## src/sv/cwfe_pkg.sv

```systemverilog
// ----------------------------------------------------------------------------
// cwfe_pkg
// Shared types and constants of the CRC-32 word frame engine: opcode codes,
// the decoded command that crosses the internal queue and the fold columns.
// ----------------------------------------------------------------------------
package cwfe_pkg;

  localparam int unsigned CRC_W  = 32;
  localparam int unsigned OP_W   = 2;

  localparam logic [CRC_W-1:0] CRC_POLY = 32'h04C1_1DB7;
  localparam logic [CRC_W-1:0] CRC_INIT = 32'hFFFF_FFFF;

  typedef logic [OP_W-1:0]  op_t;
  typedef logic [CRC_W-1:0] crc_t;

  localparam op_t OP_FEED  = 2'd0;
  localparam op_t OP_START = 2'd1;
  localparam op_t OP_CHECK = 2'd2;
  localparam op_t OP_NOP   = 2'd3;

  // decoded item handed from the front to the back
  typedef struct packed {
    logic restart;
    logic fold;
    logic check;
    crc_t word;
  } cmd_t;

  // x^(32+idx) mod poly: the contribution of bit idx of (crc ^ word)
  function automatic crc_t crc_col(input int unsigned idx);
    crc_t v;
    v = crc_t'(1);
    for (int unsigned n = 0; n < idx + CRC_W; n++) begin
      v = v[CRC_W-1] ? ((v << 1) ^ CRC_POLY) : (v << 1);
    end
    return v;
  endfunction

endpackage

```

## src/sv/cwfe_if.sv

```systemverilog
// ----------------------------------------------------------------------------
// cwfe_if
// Valid/ready channels of the CRC-32 word frame engine: the item input
// channel and the result channel.
// ----------------------------------------------------------------------------
interface cwfe_in_if;
  logic             valid;
  logic             ready;
  cwfe_pkg::op_t    opcode;
  cwfe_pkg::crc_t   data_word;

  modport source (output valid, output opcode, output data_word, input ready);
  modport sink   (input valid, input opcode, input data_word, output ready);
endinterface

interface cwfe_out_if;
  logic             valid;
  logic             ready;
  cwfe_pkg::crc_t   crc_value;
  logic             match_valid;
  logic             crc_match;

  modport source (output valid, output crc_value, output match_valid,
                  output crc_match, input ready);
  modport sink   (input valid, input crc_value, input match_valid,
                  input crc_match, output ready);
endinterface

```

## src/sv/cwfe_front.sv

```systemverilog
// ----------------------------------------------------------------------------
// cwfe_front
// Accepts items from the input channel and decodes the opcode into a
// command for the queue.
// ----------------------------------------------------------------------------
module cwfe_front (
  cwfe_in_if.sink        in_ch,
  output logic           push,
  output cwfe_pkg::cmd_t push_cmd,
  input  logic           q_ready
);

  cwfe_pkg::cmd_t cmd;

  always_comb begin
    cmd         = '0;
    cmd.word    = in_ch.data_word;
    case (in_ch.opcode)
      cwfe_pkg::OP_FEED: begin
        cmd.fold = 1'b1;
      end
      cwfe_pkg::OP_START: begin
        cmd.fold    = 1'b1;
        cmd.restart = 1'b1;
      end
      cwfe_pkg::OP_CHECK: begin
        cmd.check = 1'b1;
      end
      default: begin
        // unused opcode passes as a no-op
        cmd.fold = 1'b0;
      end
    endcase
  end

  assign in_ch.ready = q_ready;
  assign push        = in_ch.valid && q_ready;
  assign push_cmd    = cmd;

endmodule

```

## src/sv/cwfe_queue.sv

```systemverilog
// ----------------------------------------------------------------------------
// cwfe_queue
// Small first-in first-out queue of decoded commands between the front and
// the back.
// ----------------------------------------------------------------------------
module cwfe_queue #(
  parameter int unsigned DEPTH = 4
) (
  input  logic           clk,
  input  logic           rst_n,
  input  logic           push,
  input  cwfe_pkg::cmd_t push_cmd,
  output logic           q_ready,
  input  logic           pop,
  output cwfe_pkg::cmd_t pop_cmd,
  output logic           q_valid
);

  localparam int unsigned PTR_W = (DEPTH > 1) ? $clog2(DEPTH) : 1;
  localparam int unsigned CNT_W = $clog2(DEPTH + 1);

  cwfe_pkg::cmd_t   slot_r [DEPTH];
  logic [PTR_W-1:0] wr_ptr_r, wr_ptr_nxt;
  logic [PTR_W-1:0] rd_ptr_r, rd_ptr_nxt;
  logic [CNT_W-1:0] count_r, count_nxt;

  assign q_ready = (count_r != CNT_W'(DEPTH));
  assign q_valid = (count_r != '0);
  assign pop_cmd = slot_r[rd_ptr_r];

  always_comb begin
    wr_ptr_nxt = wr_ptr_r;
    rd_ptr_nxt = rd_ptr_r;
    count_nxt  = count_r;
    if (push) begin
      wr_ptr_nxt = (wr_ptr_r == PTR_W'(DEPTH - 1)) ? '0 : wr_ptr_r + PTR_W'(1);
    end
    if (pop) begin
      rd_ptr_nxt = (rd_ptr_r == PTR_W'(DEPTH - 1)) ? '0 : rd_ptr_r + PTR_W'(1);
    end
    case ({push, pop})
      2'b10:   count_nxt = count_r + CNT_W'(1);
      2'b01:   count_nxt = count_r - CNT_W'(1);
      default: count_nxt = count_r;
    endcase
  end

  always_ff @(posedge clk) begin
    if (!rst_n) begin
      wr_ptr_r <= '0;
      rd_ptr_r <= '0;
      count_r  <= '0;
    end else begin
      wr_ptr_r <= wr_ptr_nxt;
      rd_ptr_r <= rd_ptr_nxt;
      count_r  <= count_nxt;
    end
  end

  always_ff @(posedge clk) begin
    if (push) begin
      slot_r[wr_ptr_r] <= push_cmd;
    end
  end

  a_no_overflow: assert property (@(posedge clk) disable iff (!rst_n)
    push |-> count_r != CNT_W'(DEPTH))
    else $error("queue push while full");

  a_no_underflow: assert property (@(posedge clk) disable iff (!rst_n)
    pop |-> count_r != '0)
    else $error("queue pop while empty");

endmodule

```

## src/sv/cwfe_back.sv

```systemverilog
// ----------------------------------------------------------------------------
// cwfe_back
// Holds the running CRC, folds one word per cycle unless out_ch stalls, via a
// constant XOR network, compares on check items and registers the result item.
// ----------------------------------------------------------------------------
module cwfe_back (
  input  logic           clk,
  input  logic           rst_n,
  input  logic           q_valid,
  input  cwfe_pkg::cmd_t pop_cmd,
  output logic           pop,
  cwfe_out_if.source     out_ch
);

  localparam int unsigned W = cwfe_pkg::CRC_W;

  cwfe_pkg::crc_t crc_r, crc_nxt;
  logic           out_valid_r, out_valid_nxt;
  cwfe_pkg::crc_t out_crc_r;
  logic           out_mvalid_r;
  logic           out_match_r;

  cwfe_pkg::crc_t fold_in;
  cwfe_pkg::crc_t fold_out;
  cwfe_pkg::crc_t term [W];
  cwfe_pkg::crc_t res_crc;

  assign fold_in = (pop_cmd.restart ? cwfe_pkg::CRC_INIT : crc_r) ^ pop_cmd.word;

  for (genvar i = 0; i < W; i++) begin : g_col
    localparam cwfe_pkg::crc_t COL = cwfe_pkg::crc_col(i);
    assign term[i] = fold_in[i] ? COL : '0;
  end

  always_comb begin
    fold_out = '0;
    for (int unsigned i = 0; i < W; i++) begin
      fold_out = fold_out ^ term[i];
    end
  end

  assign pop = q_valid && (!out_valid_r || out_ch.ready);

  always_comb begin
    crc_nxt = crc_r;
    res_crc = crc_r;
    if (pop) begin
      if (pop_cmd.fold) begin
        crc_nxt = fold_out;
        res_crc = fold_out;
      end else if (pop_cmd.check) begin
        crc_nxt = cwfe_pkg::CRC_INIT;
      end
    end
    if (pop) begin
      out_valid_nxt = 1'b1;
    end else if (out_ch.ready) begin
      out_valid_nxt = 1'b0;
    end else begin
      out_valid_nxt = out_valid_r;
    end
  end

  always_ff @(posedge clk) begin
    if (!rst_n) begin
      crc_r       <= cwfe_pkg::CRC_INIT;
      out_valid_r <= 1'b0;
    end else begin
      crc_r       <= crc_nxt;
      out_valid_r <= out_valid_nxt;
    end
  end

  always_ff @(posedge clk) begin
    if (pop) begin
      out_crc_r    <= res_crc;
      out_mvalid_r <= pop_cmd.check;
      out_match_r  <= pop_cmd.check && (pop_cmd.word == crc_r);
    end
  end

  assign out_ch.valid       = out_valid_r;
  assign out_ch.crc_value   = out_crc_r;
  assign out_ch.match_valid = out_mvalid_r;
  assign out_ch.crc_match   = out_match_r;

  a_check_clears: assert property (@(posedge clk) disable iff (!rst_n)
    (pop && pop_cmd.check) |=> crc_r == cwfe_pkg::CRC_INIT)
    else $error("crc not restarted after check item");

  a_match_needs_check: assert property (@(posedge clk) disable iff (!rst_n)
    (out_valid_r && out_match_r) |-> out_mvalid_r)
    else $error("match flagged on a non-check item");

  a_nop_keeps_crc: assert property (@(posedge clk) disable iff (!rst_n)
    (pop && !pop_cmd.fold && !pop_cmd.check) |=> $stable(crc_r))
    else $error("crc changed on a no-op item");

endmodule

```

## src/sv/crc32_word_frame_engine.sv

```systemverilog
// ----------------------------------------------------------------------------
// crc32_word_frame_engine
// CRC-32 (poly 04C11DB7, init all ones, no final inversion, msb first) over
// frames of 32-bit words, with in-line check of a received CRC word.
//
// in_ch carries opcode and data_word: feed continues the frame, start
// restarts the crc before folding the word, check compares data_word with
// the frame crc and ends the frame; the unused code is a no-op. out_ch
// returns one item per input item, in order: crc_value, match_valid and
// crc_match.
// An accepted item lands in the command queue, and the fold stage then
// loads its result into the output register that drives out_ch.valid.
// Throughput is one item per cycle while out_ch is ready; the whole 32-bit
// fold is one XOR network on the running crc register, so consecutive
// items chain without bubbles.
// When out_ch stalls the result holds in the output register, the queue
// fills, and in_ch.ready falls once QUEUE_DEPTH items wait.
// After reset the queue is empty, no result is pending and the running crc
// is all ones.
// ----------------------------------------------------------------------------
module crc32_word_frame_engine #(
  parameter int unsigned QUEUE_DEPTH = 4
) (
  input  logic        clk,
  input  logic        rst_n,
  cwfe_in_if.sink     in_ch,
  cwfe_out_if.source  out_ch
);

  logic           push;
  logic           pop;
  logic           q_ready;
  logic           q_valid;
  cwfe_pkg::cmd_t push_cmd;
  cwfe_pkg::cmd_t pop_cmd;

  cwfe_front u_front (
    .in_ch    (in_ch),
    .push     (push),
    .push_cmd (push_cmd),
    .q_ready  (q_ready)
  );

  cwfe_queue #(
    .DEPTH (QUEUE_DEPTH)
  ) u_queue (
    .clk      (clk),
    .rst_n    (rst_n),
    .push     (push),
    .push_cmd (push_cmd),
    .q_ready  (q_ready),
    .pop      (pop),
    .pop_cmd  (pop_cmd),
    .q_valid  (q_valid)
  );

  cwfe_back u_back (
    .clk     (clk),
    .rst_n   (rst_n),
    .q_valid (q_valid),
    .pop_cmd (pop_cmd),
    .pop     (pop),
    .out_ch  (out_ch)
  );

endmodule
```

## src/flat_wrapper.sv

```systemverilog
// flat-port wrapper written by rule: the top's interface ports become plain ports
module crc32_word_frame_engine_flat 
#(
  parameter int unsigned QUEUE_DEPTH = 4
)
  (clk, rst_n, in_ch_valid, in_ch_opcode, in_ch_data_word, in_ch_ready, out_ch_valid, out_ch_crc_value, out_ch_match_valid, out_ch_crc_match, out_ch_ready);
  cwfe_in_if in_ch_i ();
  cwfe_out_if out_ch_i ();
  input  logic clk;
  input  logic rst_n;
  input wire logic [$bits(in_ch_i.valid)-1:0] in_ch_valid;
  input wire logic [$bits(in_ch_i.opcode)-1:0] in_ch_opcode;
  input wire logic [$bits(in_ch_i.data_word)-1:0] in_ch_data_word;
  output wire logic [$bits(in_ch_i.ready)-1:0] in_ch_ready;
  output wire logic [$bits(out_ch_i.valid)-1:0] out_ch_valid;
  output wire logic [$bits(out_ch_i.crc_value)-1:0] out_ch_crc_value;
  output wire logic [$bits(out_ch_i.match_valid)-1:0] out_ch_match_valid;
  output wire logic [$bits(out_ch_i.crc_match)-1:0] out_ch_crc_match;
  input wire logic [$bits(out_ch_i.ready)-1:0] out_ch_ready;
  assign in_ch_i.valid = in_ch_valid;
  assign in_ch_i.opcode = in_ch_opcode;
  assign in_ch_i.data_word = in_ch_data_word;
  assign in_ch_ready = in_ch_i.ready;
  assign out_ch_valid = out_ch_i.valid;
  assign out_ch_crc_value = out_ch_i.crc_value;
  assign out_ch_match_valid = out_ch_i.match_valid;
  assign out_ch_crc_match = out_ch_i.crc_match;
  assign out_ch_i.ready = out_ch_ready;
  crc32_word_frame_engine #(.QUEUE_DEPTH(QUEUE_DEPTH)) u_core (.clk(clk), .rst_n(rst_n), .in_ch(in_ch_i), .out_ch(out_ch_i));
endmodule
```

## config.mk

```make
export PLATFORM = sky130hd
export DESIGN_NAME = crc32_word_frame_engine_flat
export DESIGN_NICKNAME = d
export VERILOG_FILES = /design/src/sv/cwfe_pkg.sv /design/src/sv/cwfe_if.sv /design/src/sv/cwfe_front.sv /design/src/sv/cwfe_queue.sv /design/src/sv/cwfe_back.sv /design/src/sv/crc32_word_frame_engine.sv /design/src/flat_wrapper.sv
export SDC_FILE = /design/constraint.sdc
export NUM_CORES = 1
export LEC_CHECK = 0
export BUFFER_PORTS_ARGS = -buffer_cell sky130_fd_sc_hd__buf_2
export CORE_MARGIN = 3
export CORE_UTILIZATION = 50
export CTS_BUF_LIST = sky130_fd_sc_hd__clkbuf_4
export DETAILED_ROUTE_END_ITERATION = 10
export PLACE_DENSITY = 0.73
export RECOVER_POWER = 100
export SLEW_MARGIN = 10
export SYNTH_ARGS = -nofsm -noshare
export SYNTH_HDL_FRONTEND = slang
export SYNTH_HIERARCHICAL = 1
export SYNTH_SLANG_ARGS = --single-unit
```

## constraint.sdc

```tcl
create_clock -name clk -period 5.45 [get_ports clk]
set_input_delay 0.2725 -clock clk [delete_from_list [all_inputs] [get_ports clk]]
set_output_delay 0.2725 -clock clk [all_outputs]
set_load 0.02 [all_outputs]
```

==> results of run 1 <==
## stage by stage
step	util, %	hold slack [ns]	setup WS (ns)
4_1_cts	55.6	0.119	1.36
2_1_floorplan	-	0.394	1.64
3_5_place_dp	51.3	0.491	1.32
6_report	55.1	0.238	0.919
5_1_grt	55.1	0.257	0.635
3_3_place_gp	51.3	0.484	1.38
## flip-flops by register name, indices dropped and copies added (netlist names), named ones only
signal                            flops
u_core/u_queue/rd_ptr_r               2
u_core/u_back/out_ch.valid            1
u_core/u_queue/wr_ptr_r               2
u_core/u_back/crc_r                  32
u_core/u_back/out_ch.match_valid      1
u_core/u_back/out_ch.crc_value       32
u_core/u_back/out_ch.crc_match        1
u_core/u_queue/slot_r               140
u_core/u_queue/count_r                3
## cell families after synthesis
| logic type | after synthesis |
|---|---|
| flops | 216 |
| xor+xnor | 404 |
| fa+ha+maj | 7 |
| simple gates | 153 |
| buf+inv | 129 |
| compound gates | 50 |
| mux | 58 |
## timing repair
item / CTS / global route
hold buffers: 38 / 0
hold endpoints to repair: 154 / 0
setup endpoints to repair: 0 / 0
resized for setup: 0 / 0
## cell type report
class                      count  area (um2)  area share, %
tap                          335         419           2.91
antenna                        1        2.50         0.0174
timing repair buffer         121         739           5.14
clock inverter                17         138          0.956
inverter                       8        30.0          0.209
clock buffer                  81         608           4.23
sequential                   216        6070           42.2
multi-input combinational    672        6390           44.4
## final timing paths
| kind | startpoint | to | slack [ns] | depth (start not counted) |
|---|---|---|---|---|
| setup / recovery | register | u_core/u_back/out_ch.crc_value[9] | 0.92 | 7 |
| hold / removal | in_ch_valid | u_core/u_queue/wr_ptr_r[1] | 0.24 | 4 |
| setup reg to reg | register | u_core/u_back/out_ch.crc_value[9] | 0.92 | 7 |
| hold reg to reg | u_core/u_queue/count_r[2] | u_core/u_queue/count_r[2] | 0.51 | 2 |
## synthesized netlist by cell type (4+ instances only)
master    number
xnor3_1       35
mux2_2        21
nand4_1        7
a21oi_1       22
nor2_2         4
clkbuf_2       4
and2_1         7
clkbuf_1      10
nor2_1       106
xnor2_1      260
dfxtp_1       42
inv_1          7
buf_6          4
buf_2         45
buf_4         55
ha_1           6
nor2b_1        7
nand2_1        9
mux4_2        30
edfxtp_1     174
o22a_1        13
o22ai_1        7
mux4_1         5
xnor2_2       24
xor2_1        79
## tightest hold or removal path: stages
cell and delay, ns:
buf_2 0.07, and2_0 0.30, mux2i_1 0.12, nor2b_1 0.10
## layer usage
metal	wire length, um	GRT usage, %
met5	0	0
met3	2440	4.47
met2	14700	35.0
met4	928	7.25
met1	13900	32.2
==> impl_metrics.json, run 1 <==
{
  "outcome": "complete, but fails checks",
  "violations": "max-capacitance violations, max-slew violations",
  "criticalPathCategory": "register to register",
  "end_kind": "register",
  "crit_family": "XOR/XNOR gates",
  "dieArea_um2": 28600,
  "clock_skew_ns": 0.0784,
  "fillerInstances": 2249,
  "maxCapViolCount": 5,
  "drt-pass1-iter-count": 5,
  "path_buf_inv": 0,
  "synth_top_area_cell": "edfxtp_1",
  "antenna_found_initial": 1,
  "clock_path_buffers": 3,
  "post-cts-setup-buffer-count": 0,
  "vias": 7670,
  "drc_errors": 0,
  "core_area_um2": 26100,
  "synth_top_area_share_pct": 39.2,
  "worstSkewPairLatency_ns": 0.71,
  "synth_compound_area_share_pct": 2.39,
  "period_needed_ns": 4.53,
  "final-hold-violation-count": 0,
  "synthAdderAreaFrac_pct": 0.714,
  "syn_inst": 1017,
  "async_flop_share_pct": 0,
  "final_cell_area_um2": 14400,
  "start_kind": "register",
  "drive_gt1_share_pct": 15.8,
  "synth_area_per_cell_um2": 13.1,
  "io_buffer_count": 73,
  "grt-ovfl-total": 0,
  "tritoncts": "done",
  "path_clk_slew_ns": 0.06,
  "slowest_delay_ns": 1.09,
  "final_common_cell": "xnor2_1",
  "clock.fmax_ghz": 0.221,
  "final_cells": 1451,
  "crit_required_ns": 5.90,
  "setup_tns_ns": 0,
  "synth_edf_count": 174,
  "drt-total-wl_mm": 32.0,
  "detail_route.iter0.violations": 686,
  "syn_area_um2": 13300,
  "arrival_ns": 4.98,
  "path_max_fanout": 41,
  "grt_pass1_vias": 7739,
  "final_cell_mix": "265 x xnor2_1, 174 x edfxtp_1, 106 x nor2_1, 81 x clkbuf_4, 79 x xor2_1",
  "ant_nets": 0,
  "path_common_cell": "xnor3_1",
  "synth_top_family_by_area": "XOR/XNOR gates",
  "rsz0062_at_grt": "no",
  "nets": 1120,
  "ys.flop_type": "edfxtp_1",
  "crit_slowest_cell": "dfxtp_1",
  "min_path_type": "input port to register",
  "ys_seq_elements": 216,
  "grt_max_degree": 48,
  "synth_nets": 1062,
  "synth_xor_area_share_pct": 32.1,
  "area_growth_pct": 8.01,
  "grt_pass1_wl_mm": 48.3,
  "dp.cells": 1314,
  "die_y_um": 169,
  "synth_mux_area_share_pct": 7.98,
  "io_pins": 74,
  "clock-sinks": 216,
  "worst_slew_pin_slew_ns": 2.66,
  "drv_slew": 185,
  "wl_per_cell_um": 22.0,
  "yosysWarnings": 6,
  "grt_usage_pct": 22.5,
  "dpl.hpwl_mm": 22.6,
  "synth-simple-area-share_pct": 5.03,
  "htreeDepth": 2,
  "relSlewSlack_pct": -77.4,
  "crit_chain": "mux4_2 -> nor2_1 -> xnor2_1 -> xnor3_1 -> xor2_1 -> xnor3_1 -> mux2_2",
  "placed_area_um2": 13400,
  "synth_cell_types": 43,
  "start_util_pct": 51.0,
  "numCtsBuffers": 56,
  "synth_area_leaders": "edfxtp_1 39%, xnor2_1 17%, dfxtp_1 6.3%",
  "cts-root-buf": "clkbuf_4",
  "setup_viol": 0,
  "via_per_inst": 5.29,
  "gp_congestion": 0.948,
  "finalCritPeriodShare_pct": 83.1,
  "rows": 59,
  "synth_seq_area_share_pct": 45.5,
  "die_w_um": 169
}
Power of run 1 is left out: the tool's default activity adds up to more than one toggle a clock period on the data nets, which glitch-free logic cannot reach.
==> inputs of run 2 (changes only) <==
--- a/config.mk
+++ b/config.mk
@@ -5,6 +5,7 @@
 export SDC_FILE = /design/constraint.sdc
 export NUM_CORES = 1
 export LEC_CHECK = 0
+export ABC_AREA = 1
 export BUFFER_PORTS_ARGS = -buffer_cell sky130_fd_sc_hd__buf_2
 export CORE_MARGIN = 3
 export CORE_UTILIZATION = 50
==> constraint.sdc (replaced) <==
create_clock -name clk -period 4.2 [get_ports clk]
set_input_delay 0.21 -clock clk [delete_from_list [all_inputs] [get_ports clk]]
set_output_delay 0.21 -clock clk [all_outputs]
set_load 0.02 [all_outputs]
==> impl_metrics.json, run 2 <==
{
  "whs_ns": 0.0890,
  "wl_per_cell_um": 18.1,
  "grt_pass1_wl_mm": 69.1,
  "drt-total-wl_mm": 44.6,
  "dieArea_um2": 30900,
  "end_kind": "register",
  "gp_congestion": 1.07,
  "final_common_cell": "nand2_1",
  "syn_inst": 1942,
  "grt_usage_pct": 28.6,
  "core_area_um2": 28100,
  "area_growth_pct": 9.93,
  "detail_route.iter0.violations": 1415,
  "outcome": "complete, but fails checks",
  "synthAdderAreaFrac_pct": 0.660,
  "io_pins": 74,
  "rows": 61,
  "drv_slew": 109,
  "crit_required_ns": 4.58,
  "dpl.hpwl_mm": 31.7,
  "maxCapViolCount": 3,
  "async_flop_share_pct": 0,
  "yosysWarnings": 6,
  "path_clk_slew_ns": 0.07,
  "top_register": "u_core/u_queue/slot_r",
  "fillerInstances": 2648,
  "synth_nets": 1987,
  "ff2ff_setup_slack_ns": 0.32,
  "period_needed_ns": 3.88,
  "synth_top_area_share_pct": 36.3,
  "syn_area_um2": 14400,
  "synth_top_family_by_area": "simple AND/OR/NAND/NOR gates",
  "start_kind": "register",
  "grt_max_degree": 69,
  "criticalPathCategory": "register to register",
  "synth_top_area_cell": "edfxtp_1",
  "arrival_ns": 4.27,
  "synth_area_per_cell_um2": 7.42,
  "rsz0062_at_grt": "no",
  "post-cts-setup-buffer-count": 0,
  "min_path_type": "input port to register",
  "cts-root-buf": "clkbuf_4",
  "clock_skew_ns": 0.0303,
  "io_buffer_count": 73,
  "ant_nets": 0,
  "violations": "max-capacitance violations, max-slew violations",
  "synth_xor_area_share_pct": 9.57,
  "numCtsBuffers": 51,
  "clock_path_buffers": 3,
  "relSlewSlack_pct": -60.7,
  "start_util_pct": 51.3,
  "htreeDepth": 2,
  "yosysMostFrequentCell": "nand2_1",
  "die_y_um": 176,
  "ys_seq_elements": 216,
  "synth_area_leaders": "edfxtp_1 36%, nand2_1 19%, dfxtp_1 5.8%",
  "grt-ovfl-total": 0,
  "die_w_um": 176,
  "setup_tns_ns": 0,
  "via_per_inst": 5.45,
  "timing.rr.end": "u_core/u_back/out_ch.crc_value[9]",
  "multiInputGateArea_um2": 7070,
  "synth_compound_area_share_pct": 7.09,
  "synth_edf_count": 174,
  "endpoint": "u_core/u_back/out_ch.crc_value[9]",
  "grt_pass1_vias": 12671,
  "final_cell_mix": "742 x nand2_1, 174 x edfxtp_1, 160 x nand3_1, 154 x inv_1, 148 x nor2_1",
  "worst_slew_pin_slew_ns": 2.41,
  "vias": 13447,
  "clock.fmax_ghz": 0.258,
  "synth_cell_types": 42,
  "synth_mux_area_share_pct": 0,
  "synth-simple-area-share_pct": 31.6,
  "drive_gt1_share_pct": 7.57,
  "tritoncts": "done",
  "finalCritPeriodShare_pct": 92.4,
  "setup_viol": 0,
  "path_max_fanout": 34,
  "antenna_found_initial": 1,
  "final-hold-violation-count": 0,
  "worstSkewPairLatency_ns": 0.65,
  "register_area_um2": 6070,
  "largest_reg_flops": 140,
  "clock-sinks": 216,
  "drc_errors": 0,
  "holdPathStages": 5,
  "drt-pass1-iter-count": 7,
  "nets": 2094,
  "synth_commonest_cells": "742 x nand2_1, 174 x edfxtp_1, 160 x nand3_1",
  "reg2regPathDepth": 15,
  "synth_seq_area_share_pct": 42.1,
  "ys.flop_type": "edfxtp_1"
}
## run 2: changes by cell type after synthesis, moves of 20 or more
cell and delta:
o21ai_1 +43, o21ai_0 +55, xnor2_1 -202, mux4_2 -30
buf_2 -29, mux2_2 -21, xnor3_1 -35, o22ai_1 +32
xnor2_2 -20, nand3_1 +157, nand2_1 +733, inv_1 +147
nor2_1 +40
## run 2: layout make-up
class / instances / area share (%)
clock buffer: 71 / 3.36
tap: 378 / 2.99
inverter: 168 / 4.00
multi-input combinational: 1460 / 44.6
timing repair buffer: 152 / 6.15
sequential: 216 / 38.3
antenna: 1 / 0.0158
clock inverter: 20 / 0.569
## run 2: kinds of logic after synthesis
family                     Yosys count
xor gates and xnor gates           151
adders and majority gates            7
AOI/OAI and AO/OA                  190
buffers and inverters              266
and+or+nand+nor                   1112
DFF                                216
## run 2: worst max-delay path, cell delays in order, from the launching register on
cell and delay (ns):
dfxtp_1 0.34, clkinv_1 0.06, buf_4 0.32, o21ai_0 0.16, o22ai_1 0.34, o21ai_0 0.17
nand2_1 0.45, clkbuf_1 0.44, xor2_1 0.50, xnor2_1 0.30, inv_1 0.08, nand2_1 0.08
nand2_1 0.05, nand2_1 0.05, nand3_1 0.11, o21a_1 0.15
## run 2: how the worst min path moves through the flow
| stage | endpoint | slack, ns | start |
|---|---|---|---|
| after global placement | u_core/u_queue/slot_r[0][31] | 0.42 | in_ch_data_word[31] |
| after floorplan | u_core/u_queue/count_r[2] | 0.33 | rst_n |
| final | u_core/u_queue/wr_ptr_r[1] | 0.09 | in_ch_valid |
| after detailed placement | u_core/u_queue/slot_r[1][17] | 0.42 | in_ch_data_word[17] |
| after CTS | u_core/u_queue/wr_ptr_r[1] | 0.04 | in_ch_valid |
| after global routing | u_core/u_queue/wr_ptr_r[1] | 0.12 | in_ch_valid |
## run 2: through the flow
step                utilization (%)  setup slack, ns  instances  cell area [um2]
floorplan                         -             1.55       1942            14400
global placement               53.3            0.554       2338            15000
detailed placement             53.3            0.495       2338            15000
CTS                            56.8            0.456       2465            16000
global route                   56.4           0.0910       2466            15800
finish                         56.4            0.320       2466            15800
## run 2: what timing repair did
action / CTS / global route
hold endpoints to repair: 150 / 0
gates resized for setup: 0 / 0
hold buffers: 36 / 0
## run 2: metal layers
layer  share of wire, %  GRT usage (%)
met4                4.4           12.2
met2                 47           47.9
met3                9.5           4.69
met5                  0              0
met1                 39           36.8
Power of run 2 is left out for the same reason.
